**src/rtl/tcsm_pkg.sv**
```systemverilog
package tcsm_pkg;

	// Height of the panel in rows; row registers saturate at its last row.
	localparam int DISPLAY_ROWS = 240;

	localparam int ROW_W  = 8;
	localparam int VAL_W  = 32;
	localparam int COL_W  = 8;
	localparam int CLR_W  = 16;
	localparam int CFG_W  = 32;

	// Difference of two clamped samples, and its product with a row span.
	localparam int DEN_W  = VAL_W + 1;
	localparam int NUM_W  = DEN_W + ROW_W;
	// The quotient fits in a row; with a proper value range it never exceeds the row span.
	localparam int QBITS  = ROW_W;

	localparam logic [CLR_W-1:0] CLEAR_COLOR = 16'h0000;

	typedef enum logic [1:0] {
		REG_VALUE_MIN  = 2'd0,
		REG_VALUE_MAX  = 2'd1,
		REG_ROW_TOP    = 2'd2,
		REG_ROW_BOTTOM = 2'd3
	} reg_idx_t;

	// Configuration as the datapath sees it, with derived terms.
	typedef struct packed {
		logic signed [VAL_W-1:0] vmin;
		logic signed [VAL_W-1:0] vmax;
		logic [ROW_W-1:0]        top;
		logic [ROW_W-1:0]        bot;
		logic [ROW_W-1:0]        span;
		logic [DEN_W-1:0]        den;
		logic                    ok;
	} cfg_t;

	typedef struct packed {
		logic signed [VAL_W-1:0] now;
		logic signed [VAL_W-1:0] prev;
		logic [COL_W-1:0]        col;
		logic [CLR_W-1:0]        color;
	} item_t;

	typedef struct packed {
		logic [NUM_W-1:0] rem_now;
		logic [NUM_W-1:0] rem_prev;
		logic [QBITS-1:0] q_now;
		logic [QBITS-1:0] q_prev;
		logic [COL_W-1:0] col;
		logic [CLR_W-1:0] color;
	} div_t;

endpackage

```
**src/rtl/tcsm_ifs.sv**
```systemverilog
interface sample_if;
	logic        valid;
	logic        ready;
	logic signed [31:0] sample_now;
	logic signed [31:0] sample_prev;
	logic [7:0]  column;
	logic [15:0] trace_color;

	modport source(output valid, sample_now, sample_prev, column, trace_color, input ready);
	modport sink(input valid, sample_now, sample_prev, column, trace_color, output ready);
endinterface

interface span_if;
	logic        valid;
	logic        ready;
	logic [7:0]  span_column;
	logic [7:0]  span_first_row;
	logic [7:0]  span_last_row;
	logic [15:0] span_color;
	logic        final_span;

	modport source(output valid, span_column, span_first_row, span_last_row, span_color,
		final_span, input ready);
	modport sink(input valid, span_column, span_first_row, span_last_row, span_color,
		final_span, output ready);
endinterface

```
**src/rtl/tcsm_front.sv**
```systemverilog
module tcsm_front import tcsm_pkg::*; (
	input  logic  clk,
	input  logic  arst_n,
	input  cfg_t  cfg,
	input  logic  in_valid,
	output logic  in_ready,
	input  item_t in_data,
	output logic  out_valid,
	input  logic  out_ready,
	output div_t  out_data
);

	logic v_s1, v_s2, v_s3;
	logic rdy1, rdy2, rdy3;
	item_t item_s1;
	logic [DEN_W-1:0] d_now_s2, d_prev_s2;
	logic [COL_W-1:0] col_s2;
	logic [CLR_W-1:0] color_s2;
	div_t div_s3;

	logic signed [VAL_W-1:0] c_now, c_prev;

	assign rdy3     = !v_s3 || out_ready;
	assign rdy2     = !v_s2 || rdy3;
	assign rdy1     = !v_s1 || rdy2;
	assign in_ready = rdy1;

	// Clamp high first, then low, so a degenerate range ends at the minimum.
	always_comb begin
		c_now = item_s1.now;
		if (c_now > cfg.vmax) c_now = cfg.vmax;
		if (c_now < cfg.vmin) c_now = cfg.vmin;
		c_prev = item_s1.prev;
		if (c_prev > cfg.vmax) c_prev = cfg.vmax;
		if (c_prev < cfg.vmin) c_prev = cfg.vmin;
	end

	always_ff @(posedge clk or negedge arst_n) begin
		if (!arst_n) begin
			v_s1 <= 1'b0;
			v_s2 <= 1'b0;
			v_s3 <= 1'b0;
		end else begin
			if (rdy1) v_s1 <= in_valid;
			if (rdy2) v_s2 <= v_s1;
			if (rdy3) v_s3 <= v_s2;
		end
	end

	always_ff @(posedge clk) begin
		if (rdy1 && in_valid) item_s1 <= in_data;
		if (rdy2 && v_s1) begin
			d_now_s2  <= {c_now[VAL_W-1], c_now} - {cfg.vmin[VAL_W-1], cfg.vmin};
			d_prev_s2 <= {c_prev[VAL_W-1], c_prev} - {cfg.vmin[VAL_W-1], cfg.vmin};
			col_s2    <= item_s1.col;
			color_s2  <= item_s1.color;
		end
		if (rdy3 && v_s2) begin
			div_s3.rem_now  <= NUM_W'(d_now_s2) * NUM_W'(cfg.span);
			div_s3.rem_prev <= NUM_W'(d_prev_s2) * NUM_W'(cfg.span);
			div_s3.q_now    <= '0;
			div_s3.q_prev   <= '0;
			div_s3.col      <= col_s2;
			div_s3.color    <= color_s2;
		end
	end

	assign out_valid = v_s3;
	assign out_data  = div_s3;

endmodule

```
**src/rtl/tcsm_divider.sv**
```systemverilog
module tcsm_divider import tcsm_pkg::*; (
	input  logic clk,
	input  logic arst_n,
	input  cfg_t cfg,
	input  logic in_valid,
	output logic in_ready,
	input  div_t in_data,
	output logic out_valid,
	input  logic out_ready,
	output div_t out_data
);

	logic v_s   [QBITS];
	div_t div_s [QBITS];
	logic rdy   [QBITS+1];

	assign rdy[QBITS] = out_ready;

	// One restoring step per stage, quotient bits from the top down.
	for (genvar k = 0; k < QBITS; k++) begin : g_step
		localparam int B = QBITS - 1 - k;
		logic prev_v;
		div_t prev_d, next_d;
		logic [NUM_W-1:0] trial;

		if (k == 0) begin : g_first
			assign prev_v = in_valid;
			assign prev_d = in_data;
		end else begin : g_next
			assign prev_v = v_s[k-1];
			assign prev_d = div_s[k-1];
		end

		assign trial  = NUM_W'(cfg.den) << B;
		assign rdy[k] = !v_s[k] || rdy[k+1];

		always_comb begin
			next_d = prev_d;
			if (prev_d.rem_now >= trial) begin
				next_d.rem_now   = prev_d.rem_now - trial;
				next_d.q_now[B]  = 1'b1;
			end
			if (prev_d.rem_prev >= trial) begin
				next_d.rem_prev  = prev_d.rem_prev - trial;
				next_d.q_prev[B] = 1'b1;
			end
		end

		always_ff @(posedge clk or negedge arst_n) begin
			if (!arst_n) begin
				v_s[k] <= 1'b0;
			end else if (rdy[k]) begin
				v_s[k] <= prev_v;
			end
		end

		always_ff @(posedge clk) begin
			if (rdy[k] && prev_v) div_s[k] <= next_d;
		end
	end

	assign in_ready  = rdy[0];
	assign out_valid = v_s[QBITS-1];
	assign out_data  = div_s[QBITS-1];

endmodule

```
**src/rtl/tcsm_span_out.sv**
```systemverilog
module tcsm_span_out import tcsm_pkg::*; (
	input  logic clk,
	input  logic arst_n,
	input  cfg_t cfg,
	input  logic in_valid,
	output logic in_ready,
	input  div_t in_data,
	span_if.source spans
);

	logic             v_q;
	logic             phase_q;
	logic [COL_W-1:0] col_q;
	logic [ROW_W-1:0] lo_q, hi_q;
	logic [CLR_W-1:0] color_q;

	logic [ROW_W-1:0] y_now, y_prev;
	logic             take, beat;

	// The quotient never exceeds the row span, so the row lies in range.
	assign y_now  = cfg.ok ? cfg.bot - in_data.q_now  : cfg.bot;
	assign y_prev = cfg.ok ? cfg.bot - in_data.q_prev : cfg.bot;

	assign beat     = v_q && spans.ready;
	assign in_ready = !v_q || (phase_q && spans.ready);
	assign take     = in_valid && in_ready;

	always_ff @(posedge clk or negedge arst_n) begin
		if (!arst_n) begin
			v_q     <= 1'b0;
			phase_q <= 1'b0;
		end else if (take) begin
			v_q     <= 1'b1;
			phase_q <= 1'b0;
		end else if (beat) begin
			v_q     <= !phase_q;
			phase_q <= !phase_q;
		end
	end

	always_ff @(posedge clk) begin
		if (take) begin
			col_q   <= in_data.col;
			lo_q    <= (y_now < y_prev) ? y_now : y_prev;
			hi_q    <= (y_now < y_prev) ? y_prev : y_now;
			color_q <= in_data.color;
		end
	end

	assign spans.valid          = v_q;
	assign spans.span_column    = col_q;
	assign spans.span_first_row = phase_q ? lo_q : cfg.top;
	assign spans.span_last_row  = phase_q ? hi_q : cfg.bot;
	assign spans.span_color     = phase_q ? color_q : CLEAR_COLOR;
	assign spans.final_span     = phase_q;

endmodule

```
**src/rtl/trace_column_span_mapper.sv**
```systemverilog
// Maps one segment of a scrolling trace onto two vertical span commands for a
// display. Each sample beat carries the current and previous sample, a column
// and a color; the block answers with two span beats in that column, first a
// black span that clears the plot area from row_top to row_bottom, then a span
// in the trace color from the smaller to the larger mapped row. Samples are
// clamped to value_min..value_max and scaled linearly with truncating
// division onto row_bottom..row_top; a range with value_max not above
// value_min, or rows with row_bottom above row_top, puts the trace on
// row_bottom. A new sample beat can enter every cycle while the pipeline has
// room; the output register takes a segment only when empty or as the last
// segment's drawing span is accepted, since each yields two span beats on
// the single output port. A sample beat passes three front stages, one stage
// per quotient bit of the divider, and the output register. Write the
// configuration only while no segment is in flight.
module trace_column_span_mapper import tcsm_pkg::*; #(
	parameter int PANEL_ROWS = DISPLAY_ROWS
) (
	input  logic             clk,
	input  logic             arst_n,
	sample_if.sink           samples,
	span_if.source           spans,
	input  logic             cfg_we,
	input  logic [1:0]       cfg_index,
	input  logic [CFG_W-1:0] cfg_data
);

	// Last row a row register may name. A panel taller than the row field
	// can address leaves every field value usable.
	localparam logic [ROW_W-1:0] ROW_LIMIT =
		(PANEL_ROWS - 1 > (1 << ROW_W) - 1) ? {ROW_W{1'b1}} : ROW_W'(PANEL_ROWS - 1);

	logic signed [VAL_W-1:0] vmin_q, vmax_q;
	logic [ROW_W-1:0]        top_q, bot_q;

	cfg_t  cfg;
	item_t item;
	logic  front_v, front_rdy, div_v, div_rdy;
	div_t  front_d, div_d;

	// Register file. Writes take effect at once; no read-back.
	always_ff @(posedge clk or negedge arst_n) begin
		if (!arst_n) begin
			vmin_q <= 32'sd0;
			vmax_q <= 32'sd100;
			top_q  <= 8'd0;
			bot_q  <= 8'd239;
		end else if (cfg_we) begin
			case (reg_idx_t'(cfg_index))
				REG_VALUE_MIN:  vmin_q <= cfg_data;
				REG_VALUE_MAX:  vmax_q <= cfg_data;
				REG_ROW_TOP:    top_q  <= cfg_data[ROW_W-1:0];
				REG_ROW_BOTTOM: bot_q  <= cfg_data[ROW_W-1:0];
				default: begin
				end
			endcase
		end
	end

	// Terms that depend only on configuration. Rows past the panel saturate
	// to its last row. The scale applies only when the value range is proper
	// and the bottom row is not above the top row; otherwise every sample
	// lands on the bottom row.
	always_comb begin
		cfg.vmin = vmin_q;
		cfg.vmax = vmax_q;
		cfg.top  = (top_q > ROW_LIMIT) ? ROW_LIMIT : top_q;
		cfg.bot  = (bot_q > ROW_LIMIT) ? ROW_LIMIT : bot_q;
		cfg.span = cfg.bot - cfg.top;
		cfg.den  = {vmax_q[VAL_W-1], vmax_q} - {vmin_q[VAL_W-1], vmin_q};
		cfg.ok   = (vmax_q > vmin_q) && (cfg.bot >= cfg.top);
	end

	assign item.now   = samples.sample_now;
	assign item.prev  = samples.sample_prev;
	assign item.col   = samples.column;
	assign item.color = samples.trace_color;

	// Input register, clamp and offset, then the scale multiply.
	tcsm_front u_front (
		.clk       (clk),
		.arst_n    (arst_n),
		.cfg       (cfg),
		.in_valid  (samples.valid),
		.in_ready  (samples.ready),
		.in_data   (item),
		.out_valid (front_v),
		.out_ready (front_rdy),
		.out_data  (front_d)
	);

	// Both samples are divided by the value range side by side, one quotient
	// bit per stage.
	tcsm_divider u_divider (
		.clk       (clk),
		.arst_n    (arst_n),
		.cfg       (cfg),
		.in_valid  (front_v),
		.in_ready  (front_rdy),
		.in_data   (front_d),
		.out_valid (div_v),
		.out_ready (div_rdy),
		.out_data  (div_d)
	);

	// Final row mapping and the register that plays out the two span beats.
	tcsm_span_out u_span_out (
		.clk      (clk),
		.arst_n   (arst_n),
		.cfg      (cfg),
		.in_valid (div_v),
		.in_ready (div_rdy),
		.in_data  (div_d),
		.spans    (spans)
	);

endmodule

```
**src/flat_wrapper.sv**
```systemverilog
// flat-port wrapper written by rule: the top's interface ports become plain ports
module trace_column_span_mapper_flat import tcsm_pkg::*;
#(
	parameter int PANEL_ROWS = DISPLAY_ROWS
)
  (clk, arst_n, cfg_we, cfg_index, cfg_data, samples_valid, samples_sample_now, samples_sample_prev, samples_column, samples_trace_color, samples_ready, spans_valid, spans_span_column, spans_span_first_row, spans_span_last_row, spans_span_color, spans_final_span, spans_ready);
  sample_if samples_i ();
  span_if spans_i ();
  input  logic clk;
  input  logic arst_n;
  input  logic cfg_we;
  input  logic [1:0] cfg_index;
  input  logic [CFG_W-1:0] cfg_data;
  input wire logic [$bits(samples_i.valid)-1:0] samples_valid;
  input wire logic [$bits(samples_i.sample_now)-1:0] samples_sample_now;
  input wire logic [$bits(samples_i.sample_prev)-1:0] samples_sample_prev;
  input wire logic [$bits(samples_i.column)-1:0] samples_column;
  input wire logic [$bits(samples_i.trace_color)-1:0] samples_trace_color;
  output wire logic [$bits(samples_i.ready)-1:0] samples_ready;
  output wire logic [$bits(spans_i.valid)-1:0] spans_valid;
  output wire logic [$bits(spans_i.span_column)-1:0] spans_span_column;
  output wire logic [$bits(spans_i.span_first_row)-1:0] spans_span_first_row;
  output wire logic [$bits(spans_i.span_last_row)-1:0] spans_span_last_row;
  output wire logic [$bits(spans_i.span_color)-1:0] spans_span_color;
  output wire logic [$bits(spans_i.final_span)-1:0] spans_final_span;
  input wire logic [$bits(spans_i.ready)-1:0] spans_ready;
  assign samples_i.valid = samples_valid;
  assign samples_i.sample_now = samples_sample_now;
  assign samples_i.sample_prev = samples_sample_prev;
  assign samples_i.column = samples_column;
  assign samples_i.trace_color = samples_trace_color;
  assign samples_ready = samples_i.ready;
  assign spans_valid = spans_i.valid;
  assign spans_span_column = spans_i.span_column;
  assign spans_span_first_row = spans_i.span_first_row;
  assign spans_span_last_row = spans_i.span_last_row;
  assign spans_span_color = spans_i.span_color;
  assign spans_final_span = spans_i.final_span;
  assign spans_i.ready = spans_ready;
  trace_column_span_mapper #(.PANEL_ROWS(PANEL_ROWS)) u_core (.clk(clk), .arst_n(arst_n), .samples(samples_i), .spans(spans_i), .cfg_we(cfg_we), .cfg_index(cfg_index), .cfg_data(cfg_data));
endmodule
```
**config.mk**
```make
export PLATFORM = sky130hd
export DESIGN_NAME = trace_column_span_mapper_flat
export DESIGN_NICKNAME = d
export VERILOG_FILES = /design/src/rtl/tcsm_pkg.sv /design/src/rtl/tcsm_ifs.sv /design/src/rtl/tcsm_front.sv /design/src/rtl/tcsm_divider.sv /design/src/rtl/tcsm_span_out.sv /design/src/rtl/trace_column_span_mapper.sv /design/src/flat_wrapper.sv
export SDC_FILE = /design/constraint.sdc
export NUM_CORES = 2
export LEC_CHECK = 0
export BUFFER_PORTS_ARGS = -buffer_cell sky130_fd_sc_hd__clkbuf_2
export CORE_ASPECT_RATIO = 0.75
export CORE_MARGIN = 2
export CORE_UTILIZATION = 55
export DETAILED_ROUTE_END_ITERATION = 12
export PLACE_DENSITY = 0.7
export SYNTH_ARGS = -nofsm -noshare
export SYNTH_HDL_FRONTEND = slang
export SYNTH_SLANG_ARGS = --single-unit
```
**constraint.sdc**
```tcl
create_clock -name clk -period 21.2 [get_ports clk]
set_clock_uncertainty 0.1 [all_clocks]
set_input_delay 1.06 -clock clk [delete_from_list [all_inputs] [get_ports clk]]
set_output_delay 1.06 -clock clk [all_outputs]
set_load 0.005 [all_outputs]
```
# Yosys cells after proc, flatten, opt, wreduce, memory -nomap -nowiden
# Memories as Yosys holds them, arrays and structs flattened.
# Index checks and enable logic that the tools add are counted.
[word_totals]
regBits = 417
mem_bits_rw = 976
input_bits = 127
out_inout_bits = 43
wordCells = 196
memories = 1
[classes]
add_sub_neg = 22
mul = 2
n_lt_le_gt_ge = 25
eq_ne = 3
mux = 64
reduce_logical = 46
[memory_table]
columns = ["name", "words", "word_bits", "rd", "rd_clocked_by_memory_dff", "write_ports", "line", "text"]
rows = [
  ["u_core.u_divider.div_s", 8, 122, 8, 0, 8, "tcsm_divider.sv:14", "div_t div_s [QBITS];"],
]
[op_table]
columns = ["cell", "n"]
rows = [
  ["2-to-1 mux 41 bit", 16],
  ["2-to-1 mux 32 bit", 4],
  ["subtractor 32 x 32 -> 33 bit", 3],
  ["greater-than comparator 32 bit", 3],
  ["greater-or-equal comparator 41 x 33 -> 1 bit", 2],
  ["greater-or-equal comparator 41 x 34 -> 1 bit", 2],
  ["greater-or-equal comparator 41 x 35 -> 1 bit", 2],
  ["greater-or-equal comparator 41 x 36 -> 1 bit", 2],
  ["greater-or-equal comparator 41 x 37 -> 1 bit", 2],
  ["greater-or-equal comparator 41 x 38 -> 1 bit", 2],
  ["greater-or-equal comparator 41 x 39 -> 1 bit", 2],
  ["greater-or-equal comparator 41 x 40 -> 1 bit", 2],
  ["multiplier 33 x 8 -> 41 bit", 2],
  ["subtractor 41 x 33 -> 41 bit", 2],
  ["subtractor 41 x 34 -> 41 bit", 2],
  ["subtractor 41 x 35 -> 41 bit", 2],
  ["subtractor 41 x 36 -> 41 bit", 2],
  ["subtractor 41 x 37 -> 41 bit", 2],
  ["subtractor 41 x 38 -> 41 bit", 2],
  ["subtractor 41 x 39 -> 41 bit", 2],
  ["subtractor 41 x 40 -> 41 bit", 2],
  ["less-than comparator 32 bit", 2],
  ["2-to-1 mux 8 bit", 8],
  ["2-to-1 mux 1 bit", 35],
  ["13 further kinds", 57],
]

# Logic depth before layout (Yosys ltp)
[depth]
ltp_word = 14
mapped_depth = 39
ltp_nobuf = 37

# Cells and area by module
# A second synthesis with hierarchy kept.
[unflattened]
cells_unflattened = 10213
hier_area_um2 = 105033.2
[modules_own_cells]
columns = ["mod", "n_inst", "cells_each", "area_per_inst_um2", "seq_area_each_um2"]
rows = [
  ["tcsm_divider", 1, 6384, 65405.2, 29508.3],
  ["tcsm_front", 1, 3013, 31582.8, 8603.3],
  ["trace_column_span_mapper", 1, 576, 5318.9, 2014.4],
  ["tcsm_span_out", 1, 240, 2726.4, 1251.2],
]

# Worst setup path before layout
# Ideal clock, no wire load.
[synth_timing]
path_type = "reg2reg"
from = "register u_core.vmax_q[13]"
to = "register u_core.u_front.d_now_s2[31], data pin"
setup_ns = 0.258
t_arrival_ns = 7.429
t_required_ns = 20.842
path_slack_ns = 13.414
stages_incl_launch_ff = 38
path_buffers = 2
period_less_slack_ns = 7.786
path_cell_list = "dfrtp_1 -> inv_1 -> ha_1 -> a21o_1 -> a21o_1 -> a21o_1 -> a221oi_1 -> o221ai_1 -> a2111o_1 -> o211ai_2 -> clkbuf_1 -> nand2_1 -> o21ai_0 -> ha_1 -> a21o_1 -> a21o_1 -> a21oi_1 -> nor2_1 -> (+2 left out) -> nand2_1 -> o2111ai_1 -> or3_1 -> o21a_1 -> buf_6 -> mux2_1 -> ha_1 -> nor2b_1 -> o31a_1 -> o41ai_1 -> a21oi_1 -> nor2b_1 -> o31ai_1 -> a311oi_1 -> and3_1 -> o31ai_1 -> nor2b_1 -> xnor2_1"
[synth_between]
elab_chain_cells = 5
[synth_lines]
columns = ["element", "line", "text"]
rows = [
  ["start: declaration", "trace_column_span_mapper.sv:32", "logic signed [VAL_W-1:0] vmin_q, vmax_q;"],
  ["start signal: assignment", "trace_column_span_mapper.sv:50", "REG_VALUE_MAX: vmax_q <= cfg_data;"],
  ["greater-than comparator 32 bit", "tcsm_front.sv:31", "if (c_now > cfg.vmax) c_now = cfg.vmax;"],
  ["2-to-1 mux 32 bit *", "tcsm_front.sv:31", ""],
  ["less-than comparator 32 bit", "tcsm_front.sv:32", "if (c_now < cfg.vmin) c_now = cfg.vmin;"],
  ["2-to-1 mux 32 bit *", "tcsm_front.sv:32", ""],
  ["subtractor 32 x 32 -> 33 bit *", "tcsm_front.sv:53", "d_now_s2 <= {c_now[VAL_W-1], c_now} - {cfg.vmin[VAL_W-1], cfg.vmin};"],
  ["end signal: assignment", "tcsm_front.sv:53", ""],
  ["end: declaration", "tcsm_front.sv:16", "logic [DEN_W-1:0] d_now_s2, d_prev_s2;"],
]
# Every way passes the cells marked *; elsewhere a longest branch is shown, timed or not.
# A chain may end at the register's enable or synchronous reset.

# Worst setup path after layout
[layout_timing]
from = "register u_core.vmax_q[19]"
to = "register u_core.u_front.d_now_s2[31], data pin"
# The elaborated chain is that of the path after synthesis.

==> flow_summary_export.csv <==
group,metric,value,unit
die,die_w,485,um
placed_design,gp_congestion,0.956,
global_route,use_met3,0.0458,
cells_and_area,layout.nets,10900,
synthesis,synth_top_cell_by_area,"edfxtp_1",
detailed_routing,routed_wl,259000,um
placed_design,hpwl,193000,um
global_route,use_met1,0.420,
worst_setup_path,path_delay_family,"simple AND/OR/NAND/NOR gates",
global_route,antenna_found_initial,10,
sta,rsz0062_at_grt,"false",
global_route,gr-usage-all-layers,0.291,
synthesis,yosysTopAreaCellShare,0.365,
clock_tree,cts_buffers,138,
cells_and_area,synthToLayoutAreaGrowth,9.23,%
worst_setup_path,cp-start-kind,"flop",
worst_setup_path,arrival,10.28,ns
die,initial_utilization,0.553,
detailed_routing,dr.pass1.iters,10,
synthesis,yosys-top-cells-area,"edfxtp_1 37%, ha_1 12%, fa_1 8.2%",
detailed_routing,drc,0,
worst_setup_path,cp-end-kind,"flop",
clock_tree,cts_max_path_buffers,3,
clock_tree,cts_tree,"built",
sta,tns,0,ns
global_route,grt_pass1_vias,69000,
cells_and_area,multiInputGateArea,55200,um^2
global_route,grt_pass1_wl,400000,um
synthesis,synth.distinct_cells,102,
placed_design,portBuffers,169,
sta,tightestPinTransition,1.14,ns
die,die_h,365,um
global_route,gr-total-overflow,0,
cells_and_area,drive_gt1_frac,0.0846,
detailed_routing,vias,71200,
worst_setup_path,r2r_cells,34,
die,fp.dieArea,177000,um^2
cells_and_area,nFillCells,14000,
die,io_pins,170,
clock_tree,clkLatencyLatePin,0.81,ns
worst_setup_path,slowest_delay,0.60,ns
worst_setup_path,timing.rr.start,"u_core.vmax_q[19]$_DFFE_PN0P_",
clock_tree,cts_htree_levels,4,
synthesis,synth_area,95500,um^2
flow_run,maxCapViolCount,0,
synthesis,synth_seq_cells,1255,
synthesis,ys_seq_area_frac,0.390,
global_route,grt_max_degree,76,
clock_tree,cts_root_buffer,"clkbuf_16",
clock_tree,path_clk_slew,0.06,ns
sta,setup_viol,0,
clock_tree,postCtsSetupRepairBufs,0,
sta,relSlewSlack,0.232,
clock_tree,cts.sinks,1255,
cells_and_area,most-common-layout-cells,"1162 x edfxtp_1, 901 x ha_1, 741 x nand2_1",
die,rows,132,
synthesis,synth-main-ff-cell,"edfxtp_1",
sta,period_needed,9.85,ns
synthesis,synthCells,9245,
worst_setup_path,cp_num_buf_inv,4,
worst_setup_path,critPathKind,"flop to flop",
worst_setup_path,required,21.63,ns
clock_tree,ctsResizeCount,0,
worst_setup_path,reg2reg_to,"u_core.u_front.d_now_s2[31]$_DFFE_PP_",
worst_setup_path,cpMaxStageDelayCell,"or4_1",
hold_path,hold_class,"input pin to async pin",
synthesis,synth-edff-count,1162,
global_route,busiest_layer,"met2",
synthesis,avgSynthCellArea,10.3,um^2
cells_and_area,final_common_cell,"edfxtp_1",
clock_tree,hold_buffers,0,
sta,slew_violations,0,
detailed_routing,drtIter0Drc,6687,
synthesis,syn_nets,10700,
worst_setup_path,worst-r2r-setup-slack,11.35,ns
detailed_routing,viasPerCell,6.02,
cells_and_area,seqCellArea,37200,um^2
sta,period_share,0.465,
worst_setup_path,cp_max_fo,49,
synthesis,ys_async_sr_fraction,0.0741,
global_route,grt_util_met2,0.443,
detailed_routing,drt-wirelength-per-cell,21.9,um
detailed_routing,drtAntennaViolNets,0,
die,core,173000,um^2
synthesis,ys_warn_count,0,
sta,finalHoldViolations,0,
status,outcome,"complete, no violations",
sta,max_freq,0.101,GHz
[final cells by class]
cell class | instances | area share
Multi-Input combinational cell | 7054 | 0.530
Sequential cell | 1255 | 0.357
Clock buffer | 159 | 0.0341
Tap cell | 2278 | 0.0273
Inverter | 731 | 0.0263
Timing Repair Buffer | 255 | 0.0143
Clock inverter | 94 | 0.0113
Antenna cell | 2 | 0.0000480
[worst register-to-register path, delay by kind of cell, from the launching register on]
| kind | cells | cell delay [ns] |
|---|---|---|
| muxes | 1 | 0.44 |
| buffers and inverters | 4 | 1.06 |
| xor gates and xnor gates | 1 | 0.07 |
| adders and majority gates | 3 | 0.93 |
| AOI/OAI and AO/OA | 12 | 3.28 |
| DFF | 1 | 0.39 |
| and+or+nand+nor | 13 | 3.30 |
[registers in the layout, summed over array words and instances (netlist names), 16 cells and up]
signal	cells
u_core.u_front.color_s2	16
u_core.vmax_q	32
u_core.u_front.d_now_s2	33
u_core.u_span_out.color_q	16
u_core.u_front.d_prev_s2	33
u_core.u_front.item_s1	88
u_core.vmin_q	32
u_core.u_divider.div_s	838
u_core.u_front.out_data	106
[how the worst max path moves through the flow]
| stage | from | to | slack (ns) | depth (start not counted) |
|---|---|---|---|---|
| floorplan | u_core.vmax_q[13]$_DFFE_PN0P_ | u_core.u_front.d_now_s2[31]$_DFFE_PP_ | 13.41 | 37 |
| global placement | u_core.vmax_q[18]$_DFFE_PN0P_ | u_core.u_front.d_now_s2[31]$_DFFE_PP_ | 11.60 | 34 |
| detailed placement | u_core.vmax_q[19]$_DFFE_PN0P_ | u_core.u_front.d_now_s2[31]$_DFFE_PP_ | 11.55 | 34 |
| CTS | u_core.vmax_q[19]$_DFFE_PN0P_ | u_core.u_front.d_now_s2[31]$_DFFE_PP_ | 11.46 | 34 |
| global route | u_core.vmax_q[19]$_DFFE_PN0P_ | u_core.u_front.d_now_s2[31]$_DFFE_PP_ | 10.79 | 34 |
| finish | u_core.vmax_q[19]$_DFFE_PN0P_ | u_core.u_front.d_now_s2[31]$_DFFE_PP_ | 11.35 | 34 |
[Yosys cell counts, drive strengths merged (242+ instances only)]
cell type,instances
edfxtp,1162
ha,902
nand2,741
inv,730
a21oi,704
o21ai,623
nor2,466
and2,393
fa,392
a21o,363
xnor2,351
xor2,242
[logic make-up after synthesis]
family	share of synthesized area
and+or+nand+nor	0.135
AOI/OAI and AO/OA	0.154
adders and majority gates	0.200
DFF	0.390
buffers and inverters	0.0373
xor gates and xnor gates	0.0544
muxes	0.0289
[per-stage QoR]
step / setup slack (ns) / instance area (um^2) / std cells / util / hold slack (ns)
finish: 11.35 / 104000 / 11800 / 0.604 / 0.110
global route: 10.79 / 104000 / 11800 / 0.604 / 0.0898
detailed placement: 11.55 / 99600 / 11600 / 0.577 / 0.305
CTS: 11.46 / 104000 / 11800 / 0.604 / 0.0663
floorplan: 13.41 / 95500 / 9245 / - / 0.300
global placement: 11.60 / 99600 / 11600 / 0.577 / 0.300
[routing by layer]
metal  part of all wire  wire (um)  vias up
li1                   -          -    33700
met1               0.46     118000    34600
met2               0.43     111000     2514
met3              0.074      19100      409
met4              0.041      10600        0
met5                  0          0        -
Power is not shown: default switching activity piles up to over one toggle a cycle in this logic, so the estimate is an artifact.
